`config.mk`:
```
export PLATFORM = sky130hd
export DESIGN_NAME = lcs_ram
export DESIGN_NICKNAME = d
export VERILOG_FILES = /design/src/design/lcs_ram.sv
export SDC_FILE = /design/constraint.sdc
export NUM_CORES = 2
export LEC_CHECK = 0
export BUFFER_PORTS_ARGS = -buffer_cell sky130_fd_sc_hd__buf_2
export CAP_MARGIN = 5
export CORE_MARGIN = 4
export CORE_UTILIZATION = 60
export DETAILED_ROUTE_END_ITERATION = 8
export PLACE_DENSITY_LB_ADDON = 0.1
export SLEW_MARGIN = 15
export SYNTH_ARGS = -nofsm -noshare
export SYNTH_HDL_FRONTEND = slang
export SYNTH_SLANG_ARGS = --single-unit
export TNS_END_PERCENT = 20
```
`constraint.sdc`:
```
create_clock -name clk -period 5.2 [get_ports clk]
set_input_delay 1.04 -clock clk [delete_from_list [all_inputs] [get_ports clk]]
set_output_delay 1.04 -clock clk [all_outputs]
set_load 0.005 [all_outputs]
```
`src/design/lcs_ram.sv`:
```
// lcs_ram: generic single write port, single read port ram with registered read
// no dependencies
`default_nettype none

module lcs_ram #(
	parameter int unsigned WIDTH = 32,
	parameter int unsigned DEPTH = 64
) (
	input  wire logic                                  clk,
	input  wire logic                                  we,
	input  wire logic [((DEPTH > 1) ? $clog2(DEPTH) : 1)-1:0] waddr,
	input  wire logic [WIDTH-1:0]                      wdata,
	input  wire logic                                  re,
	input  wire logic [((DEPTH > 1) ? $clog2(DEPTH) : 1)-1:0] raddr,
	output logic      [WIDTH-1:0]                      rdata
);

	logic [WIDTH-1:0] mem_q [DEPTH];

	always_ff @(posedge clk) begin
		if (we) begin
			mem_q[waddr] <= wdata;
		end
		if (re) begin
			rdata <= mem_q[raddr];
		end
	end

endmodule

`default_nettype wire

```
# After elaboration in Yosys (flattened, before gate mapping)
# Memories as Yosys holds them, arrays and structs flattened. A register that Yosys moved wholly into a read port is not among the register bits.
# Cells that the tools add are included.
[word_totals]
reg_bits = 0
latchBits = 0
mem_bits_rw = 2048
romBits = 0
output_inout_bits = 32
n_memories = 1
[classes]
addsub = 0
multipliers = 0
div = 0
n_lt_le_gt_ge = 0
n_eq_ne = 0
shift = 0
n_mux = 2
bitwise = 0
n_reduce_logical = 0
[mem_list]
columns = ["memory", "words", "word_bits", "read_ports", "rd_ports_with_merged_regs", "wr", "line", "text"]
rows = [
  ["mem_q", 64, 32, 1, 1, 1, "18", "logic [WIDTH-1:0] mem_q [DEPTH];"],
]
[op_table]
columns = ["operator", "count"]
rows = [
  ["1-bit 2-to-1 mux", 2],
]

# Longest topological paths before layout
[depth]
depth_word = 2
mapped_depth = 10
mapped_depth_nobuf = 5

# Least setup slack after synthesis
# Ideal clock, no wire load.
[synth_path]
path_kind = "input to register"
startpoint = "in waddr[3] (netlist bit)"
endpoint = "mem mem_q[48][0], enable pin"
arrival_ns = 3.739
setup_slack_ns = 1.000
cell_stages = 4
path_buffers = 1
path_cell_list = "clkbuf_1 -> nor2b_1 -> nand4b_1 -> nor3_1"
[synth_lines]
columns = ["element", "line", "text"]
rows = [
  ["from (decl)", "11", "input wire logic [((DEPTH > 1) ? $clog2(DEPTH) : 1)-1:0] waddr,"],
  ["to (decl)", "18", ""],
]
# Straight into the memory's write port.

==> metrics.yaml <==
critical_path:
  critPathKind: "primary input to register"
  crit_path_start_kind: "primary input"
  setup.worst_path.end_class: "register"
  r2r_cells: 4
  critical_path_required_ns: 5.73
  critPathArrivalTime_ns: 4.37
  regToRegStartpoint: "mem_q[14][2]$_DFFE_PP_"
  r2r_setup_slack_ns: 2.58
  critical_path.max_fanout: 69
  timing.rr.end: "rdata[2]$_DFFE_PP_"
routing:
  drt-total-wl_um: 203000
  routed_length_per_placed_instance_um: 36.9
  drt_iter0_markers: 5569
  ant_nets: 0
  drt-vias-per-instance: 6.89
  drt_first_pass_iters: 6
  drt_drc_violations_left: 0
  num_vias: 37908
final_layout:
  area_delta_synth_final_pct: 12.8
  most_frequent_cells_in_the_layout: "sky130_fd_sc_hd__edfxtp_1 (2080), sky130_fd_sc_hd__mux4_2 (544), sky130_fd_sc_hd__clkbuf_16 (203)"
  nNetsFinal: 3632
  ratio_of_cells_with_drive_above_1_in_the_final_layout_pct: 29.9
  layout.cells.most_common: "sky130_fd_sc_hd__edfxtp_1"
synth:
  postSynthCellCount: 3324
  synth-seq-cells: 2080
  synth_simple_gate_area_share_pct: 1.26
  distinct_cell_type_count_of_the_synthesized_netlist: 33
  synthesis.area_sq_um: 78800
  synth-compound-area-share_pct: 1.67
  synth_top_family_by_area: "multiplexers"
  synthesis.nets: 3371
  share_of_synthesized_area_occupied_by_flip_flops_and_latches_pct: 79.2
  edff_count_synth: 2080
  synthesis.area_per_instance_sq_um: 23.7
  adder_cell_fraction_of_synth_area_pct: 0
  ys_dominant_reg_cell: "sky130_fd_sc_hd__edfxtp_1"
  yosys_warnings: 0
  synth_async_sr_flop_share_pct: 0
  synth.area.mux_share_pct: 16.7
  yosys.area_share.xor_xnor_pct: 0
sta:
  achievable-frequency_mhz: 261
  finalSetupViolCount: 0
  fin_worst_hold_slack_ns: 0.797
  period_share_pct: 73.8
  final_critical_path_time_including_i_o_delays_and_setup_ns: 3.84
  timing_worst_slew_pin_value_ns: 1.19
  fin_skew_ns: 0.0267
  totalNegativeSetupSlack_ns: 0
  finalMaxSlewViolations: 0
  max-slew-margin-rel_pct: 20.5
  rsz0062_at_grt: "no"
  number_of_hold_violations_in_the_final_report: 0
global_route:
  wire_length_of_the_first_global_routing_pass_um: 287000
  grt_max_degree: 76
  antenna_violations_before_repair: 19
  grt_overflow: 0
  grt_pass1_vias: 37771
  grt.total_usage_pct: 30.3
clock_tree:
  clock_pin_slew_on_the_worst_setup_and_hold_paths_ns: 0.06
  cts-htree-levels: 4
  worstSkewPairLatency_ns: 0.83
  clock_sink_count: 2080
  cts_repair_resize_count: 0
  post_cts_hold_buffer_count: 0
  cts_tree: "built"
  clk_root_buffer_cell: "sky130_fd_sc_hd__clkbuf_16"
  clockBufferDepth: 3
  cts_made_buffers: 199
  cts_post_setup_buffers_inserted: 0
min_path:
  holdPathStages: 1
  min_from: "wdata[24]"
  timing.hold.worst_endpoint: "mem_q[20][24]$_DFFE_PP_"
  min-delay-path-class: "primary input to register"
floorplanning:
  placeableCoreArea_sq_um: 130000
  chipWidth_um: 370
  fp-row-count: 132
  floorplan.initialDensity_pct: 60.7
  ioPinCount: 79
  dieArea_sq_um: 137000
  dieHeight_um: 370
pwr:
  leakagePower_uw: 0.0277
  power-per-cell-area_nw_per_um2: 386
  ir_drop_v: 0.000374
run:
  max_cap_violations: 0
place:
  finalWeightedCongestion: 0.814
  dp_wirelength_um: 114000
  port_buffer_count: 78
run_status:
  run_status: "finished, final reports clean"
[worst max-delay path, stage by stage]
cell and delay, ns:
sky130_fd_sc_hd__buf_8 0.67, sky130_fd_sc_hd__buf_4 0.48, sky130_fd_sc_hd__mux4_2 0.55, sky130_fd_sc_hd__mux4_2 0.54, sky130_fd_sc_hd__o22ai_1 0.85, sky130_fd_sc_hd__nor2_1 0.10
[stage by stage]
stage	worst slack [ns]	area, sq um	instances	util, %	power, uW
6_report	1.36	88900	5503	68.4	34400
5_1_grt	1.18	88900	5490	68.4	35400
4_1_cts	1.33	88800	5490	68.3	34500
3_5_place_dp	0.463	82600	5126	63.5	20700
3_3_place_gp	0.428	82600	5126	63.5	20700
2_1_floorplan	1.00	78800	3324	-	19900
[how the worst max path moves through the flow]
stage	from	end	slack [ns]	cells past startpoint
final	raddr[0]	rdata[2]$_DFFE_PP_	1.36	6
after CTS	raddr[0]	rdata[2]$_DFFE_PP_	1.33	6
after global placement	raddr[0]	rdata[2]$_DFFE_PP_	0.43	6
after detailed placement	raddr[0]	rdata[2]$_DFFE_PP_	0.46	6
after floorplan	waddr[3]	mem_q[48][0]$_DFFE_PP_	1.00	4
after global routing	raddr[0]	rdata[2]$_DFFE_PP_	1.18	6
[area by class of cell]
cell class / instances / area (sq um)
clock buffer: 245 / 5240
timing repair buffer: 242 / 1980
tap: 1742 / 2180
sequential: 2080 / 62500
fill: 7921 / 41100
antenna: 13 / 32.5
clock inverter: 119 / 1020
multi-input combinational: 1062 / 16000
[kinds of logic (layout without fill, tap and decap cells)]
family	after synthesis	in the layout
AOI/OAI and AO/OA	202	202
buffers and inverters	182	606
DFF	2080	2080
muxes	637	637
other	0	13
and+or+nand+nor	223	223
[Yosys cell counts (3+ instances only)]
master	instances	share of area, %
sky130_fd_sc_hd__a21oi_1	62	0.39
sky130_fd_sc_hd__a22oi_1	12	0.11
sky130_fd_sc_hd__a311oi_1	8	0.089
sky130_fd_sc_hd__a41o_1	4	0.051
sky130_fd_sc_hd__and3_1	4	0.032
sky130_fd_sc_hd__buf_1	21	0.10
sky130_fd_sc_hd__buf_2	57	0.36
sky130_fd_sc_hd__buf_4	25	0.24
sky130_fd_sc_hd__buf_6	5	0.071
sky130_fd_sc_hd__clkbuf_1	74	0.35
sky130_fd_sc_hd__edfxtp_1	2080	79
sky130_fd_sc_hd__mux2i_1	93	1.2
sky130_fd_sc_hd__mux4_2	544	16
sky130_fd_sc_hd__nand2_1	26	0.12
sky130_fd_sc_hd__nand2b_1	8	0.063
sky130_fd_sc_hd__nand3_1	5	0.032
sky130_fd_sc_hd__nand3b_1	5	0.048
sky130_fd_sc_hd__nor2_1	137	0.65
sky130_fd_sc_hd__nor2b_1	15	0.12
sky130_fd_sc_hd__nor3_1	7	0.044
sky130_fd_sc_hd__o221ai_1	27	0.30
sky130_fd_sc_hd__o22ai_1	84	0.67
sky130_fd_sc_hd__o32ai_1	4	0.044
sky130_fd_sc_hd__or3_1	3	0.024
sky130_fd_sc_hd__or3b_2	3	0.033
[state kept, by name, summed over array words and instances, names as in the netlist]
| register | cells |
|---|---|
| mem_q | 2048 |
| rdata | 32 |
[per-layer routing]
metal / vias up / global-route usage (%) / routed length, um
li1: 14863 / - / -
met1: 20306 / 44.5 / 76100
met2: 2376 / 46.9 / 97200
met3: 349 / 6.96 / 23700
met4: 14 / 8.85 / 5970
met5: - / 0 / 100
[where the power goes]
group	internal (uW)	leakage, uW	switching (uW)
clock	7960	0.00307	6010
sequential	18600	0.0187	66.7
combinational	623	0.00593	1090
total	27200	0.0277	7160
(Power assumes the default switching activity.)
