## src/design/lcs_pkg.sv

```systemverilog
// lcs_pkg: shared command codes, result width and chain link type for the lcs engine
// used by lcs_cell and lcs_length_engine; no dependencies
`default_nettype none

package lcs_pkg;

	// command codes carried on the command port
	localparam logic [1:0] CMD_APPEND_FIRST  = 2'd0;
	localparam logic [1:0] CMD_APPEND_SECOND = 2'd1;
	localparam logic [1:0] CMD_COMPUTE       = 2'd2;

	// width of the reported length
	localparam int unsigned OUT_W   = 7;
	localparam int unsigned OUT_MAX = 127;

	// control that travels with each element of the second sequence
	typedef struct packed {
		logic valid;
		logic last;
	} lcs_link_t;

endpackage

`default_nettype wire

```

## src/design/lcs_cell.sv

```systemverilog
// lcs_cell: one row of the lcs table; holds one element of the first sequence
// depends on lcs_pkg
`default_nettype none

module lcs_cell
	import lcs_pkg::*;
#(
	parameter int unsigned ELEM_W = 32,
	parameter int unsigned LEN_W  = 7
) (
	input  wire logic              clk,
	input  wire logic              arst_n,
	input  wire logic              clear,
	input  wire logic              we,
	input  wire logic [ELEM_W-1:0] wdata,
	input  wire logic              active,
	input  wire lcs_link_t         link_in,
	input  wire logic [ELEM_W-1:0] b_in,
	input  wire logic [LEN_W-1:0]  up_in,
	input  wire logic [LEN_W-1:0]  diag_in,
	output lcs_link_t              link_out,
	output logic      [ELEM_W-1:0] b_out,
	output logic      [LEN_W-1:0]  up_out,
	output logic      [LEN_W-1:0]  diag_out
);

	logic [ELEM_W-1:0] elem_q;
	logic [ELEM_W-1:0] b_q;
	logic [LEN_W-1:0]  c_q;
	logic [LEN_W-1:0]  diag_q;
	logic [LEN_W-1:0]  c_next;
	lcs_link_t         link_q;

	// rows past the loaded length just pass the row above down the chain
	always_comb begin
		if (!active) begin
			c_next = up_in;
		end else if (b_in == elem_q) begin
			c_next = diag_in + LEN_W'(1);
		end else if (up_in > c_q) begin
			c_next = up_in;
		end else begin
			c_next = c_q;
		end
	end

	always_ff @(posedge clk or negedge arst_n) begin
		if (!arst_n) begin
			link_q <= '0;
		end else begin
			link_q <= link_in;
		end
	end

	always_ff @(posedge clk) begin
		if (we) begin
			elem_q <= wdata;
		end
		if (clear) begin
			c_q <= '0;
		end else if (link_in.valid) begin
			c_q    <= c_next;
			diag_q <= c_q;
			b_q    <= b_in;
		end
	end

	assign link_out = link_q;
	assign b_out    = b_q;
	assign up_out   = c_q;
	assign diag_out = diag_q;

endmodule

`default_nettype wire

```

## config.mk

```make
export PLATFORM = sky130hd
export DESIGN_NAME = lcs_cell
export DESIGN_NICKNAME = d
export VERILOG_FILES = /design/src/design/lcs_pkg.sv /design/src/design/lcs_cell.sv
export SDC_FILE = /design/constraint.sdc
export NUM_CORES = 1
export LEC_CHECK = 0
export BUFFER_PORTS_ARGS = -buffer_cell sky130_fd_sc_hd__buf_2
export CAP_MARGIN = 40
export CORE_MARGIN = 3
export CORE_UTILIZATION = 45
export CTS_BUF_LIST = sky130_fd_sc_hd__clkbuf_8
export DETAILED_ROUTE_END_ITERATION = 6
export PLACE_DENSITY = 0.79
export RECOVER_POWER = 100
export SLEW_MARGIN = 20
export SYNTH_ARGS = -nofsm -noshare
export SYNTH_HDL_FRONTEND = slang
export SYNTH_SLANG_ARGS = --single-unit
```

## constraint.sdc

```tcl
create_clock -name clk -period 2.13 [get_ports clk]
set_clock_uncertainty 0.05 [all_clocks]
set_input_delay 0.3195 -clock clk [delete_from_list [all_inputs] [get_ports clk]]
set_output_delay 0.3195 -clock clk [all_outputs]
set_load 0.01 [all_outputs]
```

After elaboration in Yosys (flattened, before gate mapping):

Cells that the tools add are included.

* magnitude comparators: 1
* equal/unequal tests: 2
* bitwise operators: 1
* add/subtract/negate cells: 1
* multiplexer cells: 3
* reductions and logical operators: 2

Operators with widths (number)
* $eq 32x32->1: 1
* $mux 7: 3
* $add 7x1->7 const B: 1
* $gt 7x7->1: 1
* $reduce_and 2->1: 2
* $ne 3x1->1 const B: 1
* $not 1->1: 1

* word-level logic and storage cells: 16
* register bits after elaboration: 80
* bits of input ports: 85

Logic depth before layout (Yosys ltp):

Gate-level depths: netlist of run 1.

* word-level depth: 4
* depth in mapped cells: 8

Worst setup path before layout of run 1:

OpenSTA, ideal clock, no wires.

* path type: in2reg
* start: input port link_in[1] in the netlist's numbering
* end: register b_q[0], in the netlist b_out[0], enable pin
* path slack: -713 ps
* stages: 3
* required time: 1645 ps
* arrival time: 2357 ps
* path buffers: 1
* path through: clkbuf_1 > inv_1 > nor2_1

* word-level cells in the longest chain between the ends: 1

RTL lines
* from (decl): RTL line lcs_cell.sv:17 `input wire lcs_link_t link_in,`
* $reduce_and 2->1 (no source line)
* to (signal assigned): RTL line lcs_cell.sv:64 `b_q <= b_in;`
* to (decl): RTL line lcs_cell.sv:28 `logic [ELEM_W-1:0] b_q;`

No other way between the ends.
A chain may end at the register's enable or synchronous reset.

Worst setup path after layout of run 1:

* start: register c_q[4], in the netlist up_out[4]
* end: register c_q[2], in the netlist up_out[2]

* word-level cells in the longest chain between the ends: 3

RTL lines
* from (decl): RTL line lcs_cell.sv:29 `logic [LEN_W-1:0] c_q;`
* from (signal assigned): RTL line lcs_cell.sv:62 `c_q <= c_next;`
* $gt 7x7->1: RTL line lcs_cell.sv:40 `end else if (up_in > c_q) begin`
* $ne 3x1->1 (no source line)
* $reduce_and 2->1 (no source line)

No other way between the ends.

==> results of run 1 <==
[placed cells by master, fill, tap and decap left out, drive strengths merged, types with 2 or more instances in the layout]
| master | synthesis | routed |
|---|---|---|
| a211o | 2 | 2 |
| a211oi | 3 | 3 |
| a21oi | 10 | 10 |
| buf | 1 | 53 |
| bufinv | 0 | 2 |
| clkbuf | 2 | 94 |
| clkinv | 0 | 4 |
| dfrtp | 2 | 2 |
| dfxtp | 7 | 7 |
| edfxtp | 71 | 71 |
| ha | 8 | 8 |
| inv | 9 | 10 |
| mux2i | 2 | 2 |
| nand2 | 2 | 2 |
| nand3 | 4 | 4 |
| nand4 | 13 | 13 |
| nor2 | 4 | 4 |
| nor4 | 2 | 2 |
| o2111ai | 4 | 4 |
| o21ai | 5 | 5 |
| xnor2 | 34 | 34 |
| xor2 | 3 | 3 |
[cells in the mapped netlist (all sizes together), types with 3 or more instances]
library cell and count:
edfxtp 71, nor2 4, xnor2 34, a21oi 10, a211oi 3, nand4 13, o21ai 5, ha 8
dfxtp 7, inv 9, o2111ai 4, xor2 3, nand3 4
[state kept, by name, summed over array words and instances, names as in the netlist]
register	count
link_out	2
up_out	7
b_out	32
diag_out	7
elem_q	32
[through the flow]
stage	setup WS, ns	utilization	TNS (ns)	hold slack (ns)	instance area (um^2)
final	0.0986	0.609	0	0.0326	4160
after global routing	-0.00314	0.609	-0.00614	0.0203	4160
after CTS	0.0505	0.622	0	0.0201	4250
after detailed placement	0.0688	0.588	0	0.0560	4020
after global placement	0.123	0.588	0	0.0538	4020
after floorplan	0.0883	-	0	-0.0261	3200
[metal layers]
metal  up-vias  routed length, um  part of all wire
met5         -                  0                 0
met4         0                 95             0.014
met3        11                576             0.087
met2       100               3230              0.49
met1       972               2710              0.41
li1       1031                  -                 -
[critical path, delay by kind of cell, from the launching register on]
kind / cells / cell delay [ns]
compound gates: 6 / 1.18
flops: 1 / 0.37
fa+ha+maj: 1 / 0.29
buf+inv: 1 / 0.06
[report_power, final]
part	total [mW]	internal (mW)	switching, mW
Sequential	1.87	1.83	0.0422
Clock	1.21	0.660	0.548
Combinational	0.372	0.165	0.207
[layout make-up]
type	instances	area (um^2)	area share
flip-flops and latches	80	2320	0.559
multi-input cells	101	858	0.206
well taps	96	120	0.0289
repair buffers	139	604	0.145
clock inverters	7	93.8	0.0226
clock buffers	9	124	0.0298
inverters	9	33.8	0.00813
[cell families (layout without fill, tap and decap cells)]
family                   after synthesis  in the layout
adder cells (fa/ha/maj)                8              8
multiplexers                           3              3
XOR/XNOR                              37             37
flip-flops                            80             80
AND/OR/NAND/NOR                       27             27
buffers and inverters                 12            164
AO/OA/AOI/OAI                         26             26
[final timing paths]
path                                        start                      to  slack [ns]  depth (start not counted)
min in group asynchronous                  arst_n   link_out[1]$_DFF_PN0_        0.25                          2
setup reg to reg           up_out[4]$_SDFFE_PP0P_  up_out[2]$_SDFFE_PP0P_         0.1                          8
hold / removal                         link_in[0]   link_out[0]$_DFF_PN0_        0.03                          1
max in group asynchronous                  arst_n   link_out[0]$_DFF_PN0_        1.66                          2
setup / recovery           up_out[4]$_SDFFE_PP0P_  up_out[2]$_SDFFE_PP0P_         0.1                          8
hold reg to reg            up_out[6]$_SDFFE_PP0P_   diag_out[6]$_DFFE_PP_        0.41                          0
[timing repair]
item | 4_1_cts | 5_1_grt
gates resized for setup | 0 | 7
buffers inserted | 0 | 0
hold buffers | 1 | 0
setup endpoints to repair | 0 | 7
hold endpoints to repair | 2 | 0
==> out/results.ini, run 1 <==
[status]
status=finished with violations
violations=capacitance limit, slew limit

[synth]
avgSynthCellArea_um2=16.5
syn_inst=193
synth-edff-count=71
yosys.area_share.adder=0.0314
yosysUniqueCellTypes=27
synth-compound-area-share=0.0568
yosysSeqAreaShare=0.728
synth_top_cell_by_area=edfxtp_1
synth.cell_area_mm2=0.00319
synth_top_family_by_area=XOR/XNOR gates
syn_nets=286
yosys_warnings=0
synth.area.mux_share=0.00980
synth_top_area_frac=0.668
synth_ff_type=edfxtp_1
yosys.area_share.xor_xnor=0.102
synth_area_leaders=edfxtp_1, xnor2_1, dfxtp_1, ha_1, nand4_1
yosys.area_share.simple=0.0564
synthArstFlopShare=0.0250
ys_ff_latch=80

[power_and_ir_drop]
irDropWorstVdd_mv=0.467
leakagePower_nw=1.47
finalPower_mw=3.45
p_per_area_mw_per_mm2=830

[die]
fp.dieH_um=90.2
core_area_mm2=0.00683
die_w_um=90.2
fp.dieArea_mm2=0.00814
start_util=0.467
io_pins=133
rows=30

[timing]
finalCritPeriodShare=0.954
setup_violations=0
maxSlewHeadroom=-0.130
hold_viol=0
clock.fmax_mhz=492
period_needed_ns=2.03
drv_slew=33
worst_pin_slew_ns=1.70

[global_route]
met1_usage=0.196
track_usage=0.166
use_met2=0.274
grt_max_degree=33
top_usage_layer=met2
grt_pass1_vias=2207
gr-usage-met3=0.0577
overflow=0
grt_pass1_wl_um=10400
antenna_found_initial=0

[critical_path]
required_ns=2.33
path_max_fanout=7
cp_slowest_cell=dfxtp_1
cpPeakStageDelay_ns=0.37
worst_setup_path_end_kind=flop
arrival_ns=2.23
worstSetupPathType=reg -> reg
startpoint_type=flop
path_cells=inv_1, ha_1, a21oi_1, o21ai_0, o22a_1, a211o_4, a211o_1, o41ai_2

[min_path]
hp-class=in -> reg

[routing]
ant_nets=0
routed_wl_um=6610
route.detailed.drc=0
vias=2114
dr.pass1.iters=4
routedWlPerCell_um=15.0
dr.first_iter.drc_count=63
viasPerCell=4.79

[layout]
drive_above_1_share=0.235
area_delta_synth_final_pct=30.3
final_nets=433
antenna_cells=0
nFillCells=606
layout.cells.non_filler=441

[run]
maxCapViolations=1

[cts]
clkTransAtPathRegs_ns=0.08
cts_tree=built
ctsRootBufferMaster=clkbuf_8
cts_max_level=3
clkLatencyLatePin_ns=0.34
numCtsBuffers=9
cts.sinks=80
clock_path_buffers=2

[placement]
portBuffers=132
placedCellCount=424
gp_congestion=0.902
dp_hpwl_um=5010

No activity file was read; power rests on OpenSTA's default activity.
==> run 2: changes to the inputs <==
- CORE_UTILIZATION: 45 -> 49
- PLACE_DENSITY: 0.79 -> 0.81
- clock period: 2.13 -> 2.17 ns (I/O delays scaled with it)
==> run 2 against run 1 <==
Compared with the run above:
- the flow still finishes with violations (capacitance limit, slew limit)
- sequential power barely moved
- first-iteration DRC count rose by 71%
- register-to-register slack improved by 0.02 ns
- clock-buffer cell count did not move
- critical path type unchanged
- critical endpoint unchanged
- largest cell class unchanged
==> out/results.ini, run 2 (synthesized netlist as in run 1, its figures left out) <==
[layout]
nFillCells=503  ; -17%
layout.cells.most_common=clkbuf_1
drive_above_1_share=0.223  ; -0.0116
mostFrequentLayoutCells=clkbuf_1, edfxtp_1, buf_2, xnor2_1, nand4_1
area_delta_synth_final_pct=27.7
antenna_cells=0  ; unchanged
final_nets=433  ; unchanged

[critical_path]
endpoint=up_out[2]$_SDFFE_PP0P_
worst_setup_path_end_kind=flop
startpoint_type=flop
worstRegToRegCells=8  ; unchanged
reg2reg_setup_slack_ns=0.12  ; +0.02 ns
required_ns=2.37  ; +0.04 ns
arrival_ns=2.25  ; +0.02 ns
cpPeakStageDelay_ns=0.36  ; about the same
crit_buf_inv=1  ; unchanged
path_cells=inv_1, ha_1, a21oi_2, o21ai_0, o22a_1, a211o_2, a211o_1, o41ai_2
worstSetupPathType=reg -> reg
r2r_start=up_out[6]$_SDFFE_PP0P_
critical-path-top-delay-family=compound AO/OA/AOI/OAI gates
crit_start=up_out[6]$_SDFFE_PP0P_
cp_slowest_cell=dfxtp_2
worst-path-stages=8  ; unchanged
path_max_fanout=7  ; unchanged
r2r-end=up_out[2]$_SDFFE_PP0P_

[global_route]
grt_pass1_wl_um=10600  ; +2.1%
grt_max_degree=33  ; unchanged
overflow=0  ; unchanged
grt_pass1_vias=2256  ; +2.2%
antenna_found_initial=0  ; unchanged
track_usage=0.190  ; +0.0244

[cts]
cts_tree=built
cts.sinks=80  ; unchanged
clock_path_buffers=2  ; unchanged
clkTransAtPathRegs_ns=0.08  ; about the same
clkLatencyLatePin_ns=0.34  ; about the same
cts_max_level=3  ; unchanged
post-cts-setup-buffer-count=0  ; unchanged
numCtsBuffers=9  ; unchanged
ctsRootBufferMaster=clkbuf_8

[routing]
routedWlPerCell_um=16.3  ; +8.8%
viasPerCell=5.11  ; +6.5%
vias=2145  ; +1.5%
route.detailed.drc=0  ; unchanged
routed_wl_um=6850  ; +3.7%
dr.pass1.iters=5  ; +1
dr.first_iter.drc_count=108  ; +71%
ant_nets=0  ; unchanged

[die]
core_area_mm2=0.00610  ; -11%
io_pins=133  ; unchanged
start_util=0.524  ; +0.0564
die_w_um=86.7  ; -3.9%
rows=28  ; -6.7%
fp.dieArea_mm2=0.00752  ; -7.6%
fp.dieH_um=86.7  ; -3.9%

[timing]
hold_viol=0  ; unchanged
worst_pin_slew_ns=1.64  ; -0.0548 ns
drv_slew=33  ; unchanged
worst_slack_ns=0.123  ; +0.0246 ns
setup_violations=0  ; unchanged
finalCritPeriodShare=0.943  ; -0.0105
clock.fmax_mhz=489  ; -0.75%
rsz0062_at_grt=false
tns_ns=0  ; unchanged
period_needed_ns=2.05  ; +0.0154 ns
maxSlewHeadroom=-0.0936  ; +0.0365

[status]
violations=capacitance limit, slew limit
status=finished with violations

[power_and_ir_drop]
p_per_area_mw_per_mm2=800  ; -3.7%
leakagePower_nw=1.45  ; -1.3%
irDropWorstVdd_mv=0.487  ; +4.4%

[run]
maxCapViolations=1  ; unchanged

[placement]
portBuffers=132  ; unchanged
gp_congestion=0.882  ; -2.2%
place_ws_ns=0.116  ; +0.0470 ns
dp_hpwl_um=5250  ; +4.7%

[min_path]
hp-class=in -> reg

## run 2: timing repair
action	4_1_cts	5_1_grt
endpoints found under the setup margin	0	3
resized for setup	0	3
hold buffers	1	0
endpoints found under the hold margin	2	0
## run 2: layout make-up
type	count	area, um^2	area share
clock buffer	9	124	0.0304
sequential	80	2320	0.570
clock inverter	7	72.6	0.0178
multi-input combinational	101	826	0.203
timing repair buffer	139	603	0.148
tap	75	93.8	0.0230
inverter	9	33.8	0.00829
## run 2: per-layer routing
metal	global-route usage	vias to the layer above	wire (um)
li1	-	1030	-
met1	0.227	1017	2750
met2	0.323	88	3500
met3	0.0494	10	496
met4	0.0864	0	112
met5	0	-	0
## run 2: stage by stage
| step | hold slack, ns | cell area, um^2 | power [mW] | util | instances |
|---|---|---|---|---|---|
| after floorplan | -0.0201 | 3200 | 2.05 | - | 193 |
| after global placement | 0.0592 | 3980 | 2.24 | 0.653 | 403 |
| after detailed placement | 0.0645 | 3980 | 2.26 | 0.653 | 403 |
| after CTS | 0.0236 | 4190 | 3.32 | 0.687 | 420 |
| after global routing | 0.0124 | 4080 | 3.43 | 0.669 | 420 |
| final | 0.0388 | 4080 | 3.26 | 0.669 | 420 |
## run 2: worst min path at each step
stage	start	end	slack (ns)	depth (start not counted)
floorplan	arst_n	link_out[0]$_DFF_PN0_	-0.02	0
global placement	arst_n	link_out[1]$_DFF_PN0_	0.06	1
detailed placement	arst_n	link_out[0]$_DFF_PN0_	0.06	1
CTS	link_in[0]	link_out[0]$_DFF_PN0_	0.02	1
global route	link_in[0]	link_out[0]$_DFF_PN0_	0.01	1
finish	link_in[0]	link_out[0]$_DFF_PN0_	0.04	1
## run 2: report_power, final
part           switching (mW)  total, mW  internal, mW
registers              0.0426       1.84          1.80
clock network           0.525       1.06         0.533
logic                   0.204      0.363         0.159
total                   0.771       3.26          2.49
